File: config.mk
export PLATFORM = sky130hd
export DESIGN_NAME = multichannel_pulse_flash_output_flat
export DESIGN_NICKNAME = d
export VERILOG_FILES = /design/src/rtl/mpfo_pkg.sv /design/src/rtl/mpfo_if.sv /design/src/rtl/multichannel_pulse_flash_output.sv /design/src/rtl/mpfo_front.sv /design/src/rtl/mpfo_back.sv /design/src/flat_wrapper.sv
export VERILOG_INCLUDE_DIRS = /design/src /design/src/rtl
export SDC_FILE = /design/constraint.sdc
export NUM_CORES = 1
export LEC_CHECK = 0
export ABC_AREA = 1
export BUFFER_PORTS_ARGS = -buffer_cell sky130_fd_sc_hd__buf_2
export CORE_MARGIN = 2
export CORE_UTILIZATION = 55
export CTS_BUF_LIST = sky130_fd_sc_hd__clkbuf_16
export DETAILED_ROUTE_END_ITERATION = 6
export PLACE_DENSITY_LB_ADDON = 0.25
export SYNTH_ARGS = -nofsm -noshare
export SYNTH_HDL_FRONTEND = slang
export SYNTH_SLANG_ARGS = --single-unit
File: constraint.sdc
create_clock -name i_clk -period 6.6 [get_ports i_clk]
set_input_delay 0.99 -clock i_clk [delete_from_list [all_inputs] [get_ports i_clk]]
set_output_delay 0.99 -clock i_clk [all_outputs]
set_load 0.05 [all_outputs]
File: src/rtl/multichannel_pulse_flash_output_assert.svh
// Assertion macros for the output controller.
`ifndef MULTICHANNEL_PULSE_FLASH_OUTPUT_ASSERT_SVH
`define MULTICHANNEL_PULSE_FLASH_OUTPUT_ASSERT_SVH
`ifndef SYNTH
`define MPFO_ASSERT_IMP(label, clk, rst_n, a, c) \
    label: assert property (@(posedge clk) disable iff (!(rst_n)) (a) |-> (c)) \
        else $error("assertion failed");
`define MPFO_ASSERT_NXT(label, clk, rst_n, a, c) \
    label: assert property (@(posedge clk) disable iff (!(rst_n)) (a) |=> (c)) \
        else $error("assertion failed");
`else
`define MPFO_ASSERT_IMP(label, clk, rst_n, a, c)
`define MPFO_ASSERT_NXT(label, clk, rst_n, a, c)
`endif
`endif

File: src/rtl/mpfo_pkg.sv
`timescale 1ns / 1ps
package mpfo_pkg;
    localparam int CHANNELS_DEF = 16;
    localparam int CH_W = 4;

    localparam logic [1:0] CMD_START   = 2'd0;
    localparam logic [1:0] CMD_RESTORE = 2'd1;
    localparam logic [1:0] CMD_TICK    = 2'd2;
    localparam logic [1:0] CMD_LOAD    = 2'd3;

    localparam logic [1:0] ACT_ON    = 2'd0;
    localparam logic [1:0] ACT_OFF   = 2'd1;
    localparam logic [1:0] ACT_FLASH = 2'd2;

    localparam logic [2:0] OP_START   = 3'd0;
    localparam logic [2:0] OP_RESTORE = 3'd1;
    localparam logic [2:0] OP_TICK    = 3'd2;
    localparam logic [2:0] OP_LOAD    = 3'd3;
    localparam logic [2:0] OP_NOP     = 3'd4;

    typedef struct packed {
        logic       is_output;
        logic       trigger_inv;
        logic       pin_inv;
        logic       event_inv;
        logic       no_off_event;
        logic [7:0] pulse_len;
        logic [6:0] flash_half;
    } t_cfg;

    typedef struct packed {
        logic [2:0]      op;
        logic [CH_W-1:0] ch;
        logic [1:0]      action;
        t_cfg            cfg;
    } t_job;

    typedef struct packed {
        logic            ev;
        logic [CH_W-1:0] ch;
        logic            on;
        logic            done;
        logic            pv;
        logic [1:0]      pa;
    } t_rec;
endpackage

File: src/rtl/mpfo_if.sv
`timescale 1ns / 1ps
interface mpfo_in_if;
    logic       valid;
    logic       ready;
    logic [1:0] cmd;
    logic [3:0] channel;
    logic [1:0] action;
    logic       set_is_output;
    logic       set_trigger_inv;
    logic       set_pin_inv;
    logic       set_event_inv;
    logic       set_no_off_event;
    logic [7:0] set_pulse_len;
    logic [6:0] set_flash_half;
    modport source (output valid, cmd, channel, action, set_is_output, set_trigger_inv,
                    set_pin_inv, set_event_inv, set_no_off_event, set_pulse_len,
                    set_flash_half, input ready);
    modport sink (input valid, cmd, channel, action, set_is_output, set_trigger_inv,
                  set_pin_inv, set_event_inv, set_no_off_event, set_pulse_len,
                  set_flash_half, output ready);
endinterface

interface mpfo_out_if;
    logic        valid;
    logic        ready;
    logic [15:0] pin_levels;
    logic        event_valid;
    logic [3:0]  event_channel;
    logic        event_on;
    logic        pulse_done;
    logic        persist_valid;
    logic [1:0]  persist_action;
    logic        last;
    modport source (output valid, pin_levels, event_valid, event_channel, event_on,
                    pulse_done, persist_valid, persist_action, last, input ready);
    modport sink (input valid, pin_levels, event_valid, event_channel, event_on,
                  pulse_done, persist_valid, persist_action, last, output ready);
endinterface

File: src/rtl/multichannel_pulse_flash_output.sv
`timescale 1ns / 1ps
// Channel   Dir  Handshake      Payload
// i_in      in   valid/ready    command, channel, action, channel settings
// o_out     out  valid/ready    pin levels, event, pulse done, persist, last
// Start, restore and load: accepted into a two-item queue, executed when idle
// (a no-op for an out-of-range channel), one result each. Tick: walks the
// per-channel counters, then one result per cycle while output is not stalled.
// Reset (synchronous, active low) clears pins, counters and settings.
// Output stalls hold the result register; the queue keeps accepting until full.
module multichannel_pulse_flash_output
    import mpfo_pkg::*;
#(
    parameter int CHANNELS = CHANNELS_DEF
) (
    input  logic       i_clk,
    input  logic       i_rst_n,
    mpfo_in_if.sink    i_in,
    mpfo_out_if.source o_out
);
`include "multichannel_pulse_flash_output_assert.svh"
    logic w_job_valid, w_job_ready;
    t_job w_job;

    mpfo_front #(.CHANNELS(CHANNELS)) u_front (
        .i_clk(i_clk), .i_rst_n(i_rst_n), .i_in(i_in),
        .o_job_valid(w_job_valid), .i_job_ready(w_job_ready), .o_job(w_job)
    );

    mpfo_back #(.CHANNELS(CHANNELS)) u_back (
        .i_clk(i_clk), .i_rst_n(i_rst_n),
        .i_job_valid(w_job_valid), .o_job_ready(w_job_ready), .i_job(w_job),
        .o_out(o_out)
    );

    `MPFO_ASSERT_IMP(a_full_has_job, i_clk, i_rst_n, !i_in.ready, w_job_valid)
    `MPFO_ASSERT_NXT(a_reset_quiet, i_clk, 1'b1, !i_rst_n, !o_out.valid)
    `MPFO_ASSERT_NXT(a_burst_cont, i_clk, i_rst_n, o_out.valid && o_out.ready && !o_out.last,
                     o_out.valid)
endmodule

File: src/rtl/mpfo_front.sv
`timescale 1ns / 1ps
module mpfo_front
    import mpfo_pkg::*;
#(
    parameter int CHANNELS = CHANNELS_DEF
) (
    input  logic       i_clk,
    input  logic       i_rst_n,
    mpfo_in_if.sink    i_in,
    output logic       o_job_valid,
    input  logic       i_job_ready,
    output t_job       o_job
);
    t_job       r_q [2];
    logic       r_wptr, r_rptr;
    logic [1:0] r_cnt;
    t_job       w_new;
    logic       w_push, w_pop;

    always_comb begin
        w_new.ch     = i_in.channel;
        w_new.action = i_in.action;
        w_new.cfg    = '{i_in.set_is_output, i_in.set_trigger_inv, i_in.set_pin_inv,
                         i_in.set_event_inv, i_in.set_no_off_event, i_in.set_pulse_len,
                         i_in.set_flash_half};
        if (i_in.cmd == CMD_TICK) begin
            w_new.op = OP_TICK;
        end else if (32'(i_in.channel) >= CHANNELS) begin
            w_new.op = OP_NOP;
        end else begin
            unique case (i_in.cmd)
                CMD_START:   w_new.op = OP_START;
                CMD_RESTORE: w_new.op = OP_RESTORE;
                default:     w_new.op = OP_LOAD;
            endcase
        end
    end

    assign i_in.ready  = (r_cnt != 2'd2);
    assign o_job_valid = (r_cnt != 2'd0);
    assign o_job       = r_q[r_rptr];
    assign w_push      = i_in.valid && i_in.ready;
    assign w_pop       = o_job_valid && i_job_ready;

    always_ff @(posedge i_clk) begin
        if (w_push) begin
            r_q[r_wptr] <= w_new;
        end
        if (!i_rst_n) begin
            r_wptr <= 1'b0;
            r_rptr <= 1'b0;
            r_cnt  <= 2'd0;
        end else begin
            if (w_push) r_wptr <= !r_wptr;
            if (w_pop)  r_rptr <= !r_rptr;
            r_cnt <= r_cnt + 2'(w_push) - 2'(w_pop);
        end
    end
endmodule

File: src/rtl/mpfo_back.sv
`timescale 1ns / 1ps
module mpfo_back
    import mpfo_pkg::*;
#(
    parameter int CHANNELS = CHANNELS_DEF
) (
    input  logic       i_clk,
    input  logic       i_rst_n,
    input  logic       i_job_valid,
    output logic       o_job_ready,
    input  t_job       i_job,
    mpfo_out_if.source o_out
);
    localparam int IDX_W = (CHANNELS > 1) ? $clog2(CHANNELS) : 1;
    localparam logic [1:0] S_IDLE = 2'd0;
    localparam logic [1:0] S_WALK = 2'd1;
    localparam logic [1:0] S_EMIT = 2'd2;

    logic [1:0]       r_state;
    logic [IDX_W-1:0] r_idx, r_ptr;
    logic [IDX_W:0]   r_n;
    logic [15:0]      r_pin;
    t_cfg             r_cfg [CHANNELS];
    logic [7:0]       r_pc  [CHANNELS];
    logic [7:0]       r_fc  [CHANNELS];
    t_rec             r_buf [CHANNELS];
    logic             r_out_valid;
    t_rec             r_out;
    logic [15:0]      r_out_pin;
    logic             r_out_last;

    logic             w_walk, w_go, w_free, w_emit_last, w_act;
    logic [CH_W-1:0]  w_ch;
    logic [IDX_W-1:0] w_a;
    t_cfg             w_c;
    logic [7:0]       w_f, w_p, n_f, n_p;
    logic             n_lvl, w_rec_we;
    t_rec             w_rec;

    assign w_walk = (r_state == S_WALK);
    assign w_go   = (r_state == S_IDLE) && i_job_valid;
    assign o_job_ready = (r_state == S_IDLE);
    assign w_ch   = w_walk ? CH_W'(r_idx) : i_job.ch;
    assign w_a    = w_ch[IDX_W-1:0];
    assign w_c    = r_cfg[w_a];
    assign w_f    = r_fc[w_a];
    assign w_p    = r_pc[w_a];
    assign w_act  = (i_job.action == ACT_ON) ^ w_c.trigger_inv;

    always_comb begin
        n_f      = w_f;
        n_p      = w_p;
        n_lvl    = r_pin[w_ch];
        w_rec    = '0;
        w_rec_we = 1'b0;
        if (w_walk) begin
            if (w_c.is_output) begin
                if (n_f == 8'd1) begin
                    n_lvl = w_c.pin_inv;
                    n_f   = 8'd0 - {1'b0, w_c.flash_half};
                end
                if (n_f == 8'hFF) begin
                    n_lvl = !w_c.pin_inv;
                    n_f   = {1'b0, w_c.flash_half};
                end
                if (n_f >= 8'd2 && n_f <= 8'h7F) begin
                    n_f = n_f - 8'd1;
                end else if (n_f >= 8'h80 && n_f <= 8'hFE) begin
                    n_f = n_f + 8'd1;
                end
                if (w_p == 8'd1) begin
                    n_lvl    = w_c.pin_inv;
                    w_rec_we = 1'b1;
                    w_rec.ev = !w_c.no_off_event;
                    w_rec.ch = w_ch;
                    w_rec.on = !w_c.no_off_event && w_c.event_inv;
                    w_rec.done = 1'b1;
                end
                if (w_p != 8'd0) n_p = w_p - 8'd1;
            end
        end else if (i_job.op == OP_START) begin
            if (i_job.action == ACT_FLASH) begin
                n_f   = {1'b0, w_c.flash_half};
                n_p   = 8'd0;
                n_lvl = !w_c.pin_inv;
                w_rec = '{1'b1, w_ch, !w_c.event_inv, 1'b0, 1'b1, ACT_FLASH};
            end else begin
                n_f = 8'd0;
                if (!(!w_act && w_c.pulse_len != 8'd0)) begin
                    n_lvl    = w_act ^ w_c.pin_inv;
                    w_rec.pv = 1'b1;
                    w_rec.pa = w_act ? ACT_ON : ACT_OFF;
                    if (w_act && w_c.pulse_len != 8'd0 && w_p == 8'd0) begin
                        n_p      = w_c.pulse_len;
                        w_rec.pa = ACT_OFF;
                    end
                    if (w_act || !w_c.no_off_event) begin
                        w_rec.ev = 1'b1;
                        w_rec.ch = w_ch;
                        w_rec.on = w_act ^ w_c.event_inv;
                    end
                end
            end
        end else if (i_job.op == OP_RESTORE) begin
            if (i_job.action == ACT_FLASH) begin
                n_f   = {1'b0, w_c.flash_half};
                n_lvl = 1'b1;
            end else begin
                n_lvl = (i_job.action == ACT_ON) ^ w_c.pin_inv;
            end
        end
    end

    assign w_free      = !r_out_valid || o_out.ready;
    assign w_emit_last = ({1'b0, r_ptr} == r_n - 1'b1);

    always_ff @(posedge i_clk) begin
        if (!i_rst_n) begin
            r_state     <= S_IDLE;
            r_idx       <= '0;
            r_ptr       <= '0;
            r_n         <= '0;
            r_pin       <= '0;
            r_out_valid <= 1'b0;
            for (int i = 0; i < CHANNELS; i++) begin
                r_cfg[i] <= '0;
                r_pc[i]  <= '0;
                r_fc[i]  <= '0;
            end
        end else begin
            if (o_out.ready && r_state != S_EMIT) r_out_valid <= 1'b0;
            unique case (r_state)
                S_IDLE: begin
                    if (w_go) begin
                        r_ptr <= '0;
                        if (i_job.op == OP_TICK) begin
                            r_idx   <= '0;
                            r_n     <= '0;
                            r_state <= S_WALK;
                        end else begin
                            if (i_job.op == OP_START || i_job.op == OP_RESTORE) begin
                                r_fc[w_a]   <= n_f;
                                r_pc[w_a]   <= n_p;
                                r_pin[w_ch] <= n_lvl;
                            end
                            if (i_job.op == OP_LOAD) r_cfg[w_a] <= i_job.cfg;
                            r_buf[0] <= w_rec;
                            r_n      <= (IDX_W+1)'(1);
                            r_state  <= S_EMIT;
                        end
                    end
                end
                S_WALK: begin
                    r_fc[w_a]   <= n_f;
                    r_pc[w_a]   <= n_p;
                    r_pin[w_ch] <= n_lvl;
                    if (w_rec_we) begin
                        r_buf[r_n[IDX_W-1:0]] <= w_rec;
                        r_n <= r_n + 1'b1;
                    end
                    if (32'(r_idx) == CHANNELS - 1) begin
                        if (r_n == '0 && !w_rec_we) begin
                            r_buf[0] <= '0;
                            r_n      <= (IDX_W+1)'(1);
                        end
                        r_state <= S_EMIT;
                    end else begin
                        r_idx <= r_idx + 1'b1;
                    end
                end
                S_EMIT: begin
                    if (w_free) begin
                        r_out       <= r_buf[r_ptr];
                        r_out_pin   <= r_pin;
                        r_out_last  <= w_emit_last;
                        r_out_valid <= 1'b1;
                        if (w_emit_last) r_state <= S_IDLE;
                        else r_ptr <= r_ptr + 1'b1;
                    end
                end
                default: r_state <= S_IDLE;
            endcase
        end
    end

    assign o_out.valid          = r_out_valid;
    assign o_out.pin_levels     = r_out_pin;
    assign o_out.event_valid    = r_out.ev;
    assign o_out.event_channel  = r_out.ch;
    assign o_out.event_on       = r_out.on;
    assign o_out.pulse_done     = r_out.done;
    assign o_out.persist_valid  = r_out.pv;
    assign o_out.persist_action = r_out.pa;
    assign o_out.last           = r_out_last;
endmodule
File: src/flat_wrapper.sv
// flat-port wrapper written by rule: the top's interface ports become plain ports
module multichannel_pulse_flash_output_flat import mpfo_pkg::*;
#(
    parameter int CHANNELS = CHANNELS_DEF
)
  (i_clk, i_rst_n, i_in_valid, i_in_cmd, i_in_channel, i_in_action, i_in_set_is_output, i_in_set_trigger_inv, i_in_set_pin_inv, i_in_set_event_inv, i_in_set_no_off_event, i_in_set_pulse_len, i_in_set_flash_half, i_in_ready, o_out_valid, o_out_pin_levels, o_out_event_valid, o_out_event_channel, o_out_event_on, o_out_pulse_done, o_out_persist_valid, o_out_persist_action, o_out_last, o_out_ready);
  mpfo_in_if i_in_i ();
  mpfo_out_if o_out_i ();
  input  logic i_clk;
  input  logic i_rst_n;
  input wire logic [$bits(i_in_i.valid)-1:0] i_in_valid;
  input wire logic [$bits(i_in_i.cmd)-1:0] i_in_cmd;
  input wire logic [$bits(i_in_i.channel)-1:0] i_in_channel;
  input wire logic [$bits(i_in_i.action)-1:0] i_in_action;
  input wire logic [$bits(i_in_i.set_is_output)-1:0] i_in_set_is_output;
  input wire logic [$bits(i_in_i.set_trigger_inv)-1:0] i_in_set_trigger_inv;
  input wire logic [$bits(i_in_i.set_pin_inv)-1:0] i_in_set_pin_inv;
  input wire logic [$bits(i_in_i.set_event_inv)-1:0] i_in_set_event_inv;
  input wire logic [$bits(i_in_i.set_no_off_event)-1:0] i_in_set_no_off_event;
  input wire logic [$bits(i_in_i.set_pulse_len)-1:0] i_in_set_pulse_len;
  input wire logic [$bits(i_in_i.set_flash_half)-1:0] i_in_set_flash_half;
  output wire logic [$bits(i_in_i.ready)-1:0] i_in_ready;
  output wire logic [$bits(o_out_i.valid)-1:0] o_out_valid;
  output wire logic [$bits(o_out_i.pin_levels)-1:0] o_out_pin_levels;
  output wire logic [$bits(o_out_i.event_valid)-1:0] o_out_event_valid;
  output wire logic [$bits(o_out_i.event_channel)-1:0] o_out_event_channel;
  output wire logic [$bits(o_out_i.event_on)-1:0] o_out_event_on;
  output wire logic [$bits(o_out_i.pulse_done)-1:0] o_out_pulse_done;
  output wire logic [$bits(o_out_i.persist_valid)-1:0] o_out_persist_valid;
  output wire logic [$bits(o_out_i.persist_action)-1:0] o_out_persist_action;
  output wire logic [$bits(o_out_i.last)-1:0] o_out_last;
  input wire logic [$bits(o_out_i.ready)-1:0] o_out_ready;
  assign i_in_i.valid = i_in_valid;
  assign i_in_i.cmd = i_in_cmd;
  assign i_in_i.channel = i_in_channel;
  assign i_in_i.action = i_in_action;
  assign i_in_i.set_is_output = i_in_set_is_output;
  assign i_in_i.set_trigger_inv = i_in_set_trigger_inv;
  assign i_in_i.set_pin_inv = i_in_set_pin_inv;
  assign i_in_i.set_event_inv = i_in_set_event_inv;
  assign i_in_i.set_no_off_event = i_in_set_no_off_event;
  assign i_in_i.set_pulse_len = i_in_set_pulse_len;
  assign i_in_i.set_flash_half = i_in_set_flash_half;
  assign i_in_ready = i_in_i.ready;
  assign o_out_valid = o_out_i.valid;
  assign o_out_pin_levels = o_out_i.pin_levels;
  assign o_out_event_valid = o_out_i.event_valid;
  assign o_out_event_channel = o_out_i.event_channel;
  assign o_out_event_on = o_out_i.event_on;
  assign o_out_pulse_done = o_out_i.pulse_done;
  assign o_out_persist_valid = o_out_i.persist_valid;
  assign o_out_persist_action = o_out_i.persist_action;
  assign o_out_last = o_out_i.last;
  assign o_out_i.ready = o_out_ready;
  multichannel_pulse_flash_output #(.CHANNELS(CHANNELS)) u_core (.i_clk(i_clk), .i_rst_n(i_rst_n), .i_in(i_in_i), .o_out(o_out_i));
endmodule
# Word-level counts from Yosys, hierarchy flattened
# Memory sizes are Yosys's and may differ from the RTL's. A register that Yosys moved wholly into a read port is not among the register bits.
# Index checks and enable logic that the tools add are counted.
[classes]
addsub = 10
n_lt_le_gt_ge = 6
n_eq_ne = 24
n_mux = 130
n_bitwise = 7
n_reduce_logical = 43
[op_table]
columns = ["cell", "count"]
rows = [
  ["$mux 8", 24],
  ["$mux 1", 59],
  ["$mux 16", 3],
  ["$mux 4", 11],
  ["$pmux 16 s2", 1],
  ["$mux 10", 3],
  ["$mux 7", 4],
  ["$mux 20", 1],
  ["$mux 5", 4],
  ["$reduce_or 20->1", 1],
  ["$mux 6", 3],
  ["$ne 2x2->1 const B", 9],
  ["$bwmux 16", 1],
  ["$eq 8x1->1 const B", 2],
  ["$pmux 4 s2", 2],
  ["$reduce_and 4->1", 4],
  ["$reduce_bool 8->1", 2],
  ["$reduce_or 8->1", 2],
  ["$sub 8x1->8 const B", 2],
  ["$mux 2", 6],
  ["$logic_and 1x1->1", 11],
  ["$pmux 5 s2", 1],
  ["$reduce_or 10->1", 1],
  ["$mux 3", 3],
  ["other kinds (36)", 60],
]
[totals]
reg_bits = 53
mem_bits_rw = 792
inputBits = 32
out_inout_bits = 29
elab_cells = 236
mem_count = 5
[memory_table]
columns = ["memory", "words", "width", "read_ports", "rd_ports_with_merged_regs", "wr", "line", "text"]
rows = [
  ["u_core.u_back.r_cfg", 16, 20, 1, 0, 16, "mpfo_back.sv:23", "t_cfg r_cfg [CHANNELS];"],
  ["u_core.u_back.r_buf", 16, 10, 1, 1, 1, "mpfo_back.sv:26", "t_rec r_buf [CHANNELS];"],
  ["u_core.u_back.r_fc", 16, 8, 1, 0, 16, "mpfo_back.sv:25", "logic [7:0] r_fc [CHANNELS];"],
  ["u_core.u_back.r_pc", 16, 8, 1, 0, 16, "mpfo_back.sv:24", "logic [7:0] r_pc [CHANNELS];"],
  ["u_core.u_front.r_q", 2, 28, 1, 1, 1, "mpfo_front.sv:14", "t_job r_q [2];"],
]

# Logic depth before layout (Yosys ltp)
# An unclocked memory read counts as a cell.
[logic_depth]
word_depth = 19
ltp_mapped = 38

# Cells and area by module
# A second synthesis with hierarchy kept.
[hier_totals]
cells_unflattened = 3770
hier_area_um2 = 39031.2
[modules_own_cells]
columns = ["mod", "instances", "cells_per_inst", "area_each_um2", "seq_area_each_um2"]
rows = [
  ["mpfo_back", 1, 3643, 36653.9, 23552.6],
  ["mpfo_front", 1, 127, 2377.3, 1781.7],
]

# Worst setup path before layout
# Ideal clock, no wire load.
[synth_path]
path_type = "register to register"
from = "register u_core.u_back.r_state[1]"
to = "memory u_core.u_back.r_buf[0][0] in the netlist's numbering (data pin)"
arrival_ns = 4.373
t_required_ns = 6.111
path_slack_ns = 1.738
path_stages_with_launch = 25
path_buffers = 6
synth_period_minus_slack_ns = 4.862
cell_sequence = "dfxtp_1 > buf_6 > inv_4 > nand2_4 > buf_6 > nor2_2 > a21oi_2 > buf_6 > buf_8 > nor2_4 > buf_6 > buf_2 > a22oi_1 > a21oi_1 > or2_1 > inv_1 > nand3_1 > inv_1 > ha_1 > nand3_1 > inv_1 > nand3_2 > inv_2 > nor2_1 > a2111oi_0"
[synth_between]
elab_chain_cells = 16
elab_cells_between_ends = 35
cone_classes = "2 x eq/ne; 21 x mux; 1 x bitwise; 9 x reduce/logical; 2 x memory"
[synth_rtl]
columns = ["element", "line", "text"]
rows = [
  ["from (decl)", "mpfo_back.sv:19", "logic [1:0] r_state;"],
  ["from (signal assigned)", "mpfo_back.sv:119", "r_state <= S_IDLE;"],
  ["from (signal assigned)", "mpfo_back.sv:139", "r_state <= S_WALK;"],
  ["from (signal assigned)", "mpfo_back.sv:149", "r_state <= S_EMIT;"],
  ["$eq 2x1->1 *", "mpfo_back.sv:40, mpfo_back.sv:132", ""],
  ["$mux 4", "mpfo_back.sv:43", "assign w_ch = w_walk ? CH_W'(r_idx) : i_job.ch;"],
  ["$mem_v2 16x8", "--", ""],
  ["$eq 8x1->1", "mpfo_back.sv:71", "if (w_p == 8'd1) begin"],
  ["$mux 1", "mpfo_back.sv:71", ""],
  ["$mux 1", "mpfo_back.sv:57", "if (w_c.is_output) begin"],
  ["$mux 1", "mpfo_back.sv:56", "if (w_walk) begin"],
  ["$logic_not 1->1", "mpfo_back.sv:162", "if (r_n == '0 && !w_rec_we) begin"],
  ["$logic_and 1x1->1", "mpfo_back.sv:162", ""],
  ["$mux 1", "mpfo_back.sv:162", ""],
  ["$mux 1", "mpfo_back.sv:161", "if (32'(r_idx) == CHANNELS - 1) begin"],
  ["$mux 1", "mpfo_back.sv:132", "unique case (r_state)"],
  ["$mux 1", "mpfo_back.sv:118", "if (!i_rst_n) begin"],
  ["$mux 1 (implied by the code)", "mpfo_back.sv:163", "r_buf[0] <= '0;"],
  ["$mux 10 (no line)", "--", ""],
  ["$mux 10 (no line) *", "--", ""],
  ["to (decl)", "mpfo_back.sv:26", ""],
]
# Every way passes the cells marked *; elsewhere a longest branch is shown, timed or not.

==> out/metrics.yaml <==
maxCapViolations: 0
dp_hpwl_mm: 64.7
dp_cells: 4490
most-common-layout-cells: "nand2_1 (845), edfxtp_1 (819), nor2_1 (601), a21oi_1 (184), nand3_1 (168)"
crit_top_cell: "nand2_1"
antenna_cells: 0
vias_per_cell: 6.09
postSynthCellCount: 3635
gp_congestion: 0.906
cts_sinks: 856
ys_ff_latch: 856
ant_nets: 0
core_um2: 69800
final_net_count: 3684
min_period_ns: 6.18
yosysTopAreaCellShare: 0.638
peakVddDrop_mv: 0.325
min_path_type: "flop to flop"
setup-violations-final: 0
drive_above_1_share: 0.0979
max_freq_mhz: 162
clk_pin_slew_ns: 0.06
synth_ff_type: "edfxtp_1"
antenna_found_initial: 0
pin_count: 61
fp.dieArea_um2: 72300
num_vias: 28307
crit_required_ns: 6.94
p_per_area_nw_per_um2: 489
p_leak_nw: 16.4
drt_wl_total_mm: 108
grt_max_degree: 85
synth_area_leaders: "edfxtp_1 (64%), nand2_1 (8.2%), nor2_1 (5.9%)"
worst_pin_slew_ns: 1.37
yosysSeqAreaShare: 0.657
port_buffers: 60
postSynth.asyncResetShare: 0
maxSlewHeadroom: 0.0815
crit_slowest_cell: "inv_2"
slew_violations: 0
die_h_um: 269
rsz0062_at_grt: "false"
p_total_mw: 20.8
htreeDepth: 3
syn_to_final_growth_pct: 10.2
syn_area_per_cell_um2: 10.6
critPathMaxFanout: 35
grt_pass1_wl_mm: 161
critPathKind: "flop to flop"
cts_buffers: 87
max_stage_delay_ns: 0.88
fin_skew_ns: 0.0486
drc: 0
core.rowCount: 97
yosys_warnings: 0
synth_enable_flop_cells: 819
cts_tree: "yes"
hold_viol: 0
status: "finished, final reports clean"
wl_per_cell_um: 23.2
cts-root-buf: "clkbuf_16"
fin_crit_sh: 0.937
drtIter0Drc: 3264
drt-pass1-iter-count: 6
grt.overflow.total: 0
endpoint_kind: "flop"
synth_area_um2: 38600
cts_resized: 0
fin_setup_tns_ns: 0
globalRouteTotalUtil: 0.298
synth_top_cell_by_area: "edfxtp_1"
ctsHoldBuffers: 0
insertion_delay_ns: 0.67
start_kind: "flop"
cp_data_arrival_time_ns: 6.53
post-cts-setup-buffer-count: 0
syn_nets: 3680
instances_no_fill: 4647
clockBufferDepth: 3
grt_pass1_vias: 27418
mostFrequentLayoutCell: "nand2_1"
synth.distinct_cells: 58
start_util: 0.553
die_width_um: 269
[state kept, by name, summed over array words and instances (netlist names), 2 cells and up, named ones only]
| signal | flops |
|---|---|
| u_core.u_back.r_idx | 4 |
| u_core.u_back.r_fc | 128 |
| u_core.u_back.r_ptr | 4 |
| u_core.u_back.o_out.persist_action | 2 |
| u_core.u_back.r_pin | 16 |
| u_core.u_back.r_cfg | 320 |
| u_core.u_back.r_pc | 128 |
| u_core.u_back.o_out.pin_levels | 16 |
| u_core.u_back.r_n | 5 |
| u_core.u_front.r_cnt | 2 |
| u_core.u_back.o_out.event_channel | 4 |
| u_core.u_back.r_buf | 160 |
| u_core.u_back.r_state | 2 |
| u_core.u_front.r_q | 56 |
[per-layer routing]
metal  track usage  up-vias  share of wire
li1              -    12728              -
met1         0.393    13755           0.39
met2         0.488     1551           0.48
met3        0.0584      273          0.094
met4         0.121        0          0.039
met5             0        -              0
[layout make-up]
class | instances | area, um^2
Fill cell | 5645 | 27300
Sequential cell | 856 | 25300
Multi-Input combinational cell | 2392 | 11600
Clock buffer | 87 | 2180
Tap cell | 940 | 1180
Timing Repair Buffer | 162 | 1130
Clock inverter | 70 | 559
Inverter | 140 | 528
[critical path: cells and delay by family (launching register included)]
family	cells	cell delay, ns
fa+ha+maj	2	0.41
flops	1	0.56
buf+inv	5	1.14
simple gates	17	2.46
compound gates	5	1.27
[cells by family (layout without fill, tap and decap cells)]
kind of cell,count (synthesis),count (layout),share of synthesized area
compound gates,563,563,0.0931
xor+xnor,20,20,0.00454
fa+ha+maj,13,13,0.00422
buf+inv,387,459,0.0438
flops,856,856,0.657
mux,48,48,0.0125
simple gates,1748,1748,0.185
[per-stage QoR]
stage                     setup WS [ns]   util  instance area, um^2  hold slack [ns]
after floorplan                    1.74      -                38600            0.426
after global placement            0.602  0.570                39800            0.436
after detailed placement          0.588  0.570                39800            0.444
after CTS                         0.567  0.609                42500            0.453
after global routing             0.0332  0.609                42500            0.489
final                             0.416  0.609                42500            0.452
[Yosys cell counts, types with 6 or more instances]
| cell type | n |
|---|---|
| nand2_1 | 845 |
| edfxtp_1 | 819 |
| nor2_1 | 603 |
| a21oi_1 | 184 |
| nand3_1 | 168 |
| a22oi_1 | 155 |
| clkbuf_1 | 134 |
| inv_1 | 107 |
| o21ai_0 | 85 |
| buf_2 | 61 |
| mux2i_1 | 48 |
| nor3_1 | 48 |
| dfxtp_1 | 37 |
| o22ai_1 | 34 |
| o221ai_1 | 29 |
| buf_1 | 23 |
| nand2_2 | 20 |
| clkinv_1 | 18 |
| o211ai_1 | 18 |
| buf_4 | 17 |
| nand4_1 | 17 |
| xor2_1 | 17 |
| o21a_1 | 16 |
| inv_2 | 14 |
| ha_1 | 13 |
| buf_6 | 11 |
| o32ai_1 | 11 |
| nor2_2 | 10 |
| nor2_4 | 7 |
| or2_2 | 7 |
| nor4_1 | 6 |
| o21ai_1 | 6 |
[path summary, 6_finish.rpt]
kind                            startpoint                         to  slack (ns)  cells after the start
setup / recovery  u_core.u_back.r_state[1]  u_core.u_back.r_fc[15][1]        0.42                     29
hold / removal       u_core.u_front.r_rptr      u_core.u_front.r_rptr        0.45                      1
setup reg to reg  u_core.u_back.r_state[1]  u_core.u_back.r_fc[15][1]        0.42                     29
hold reg to reg      u_core.u_front.r_rptr      u_core.u_front.r_rptr        0.45                      1
[power breakdown]
part           internal, mW  total (mW)  leakage [nW]  switching [mW]
logic                  2.27        9.43          6.43            7.16
registers              6.48        6.63          8.53           0.155
clock network          2.62        4.72          1.42            2.10
No activity file was read; power rests on OpenSTA's default activity.
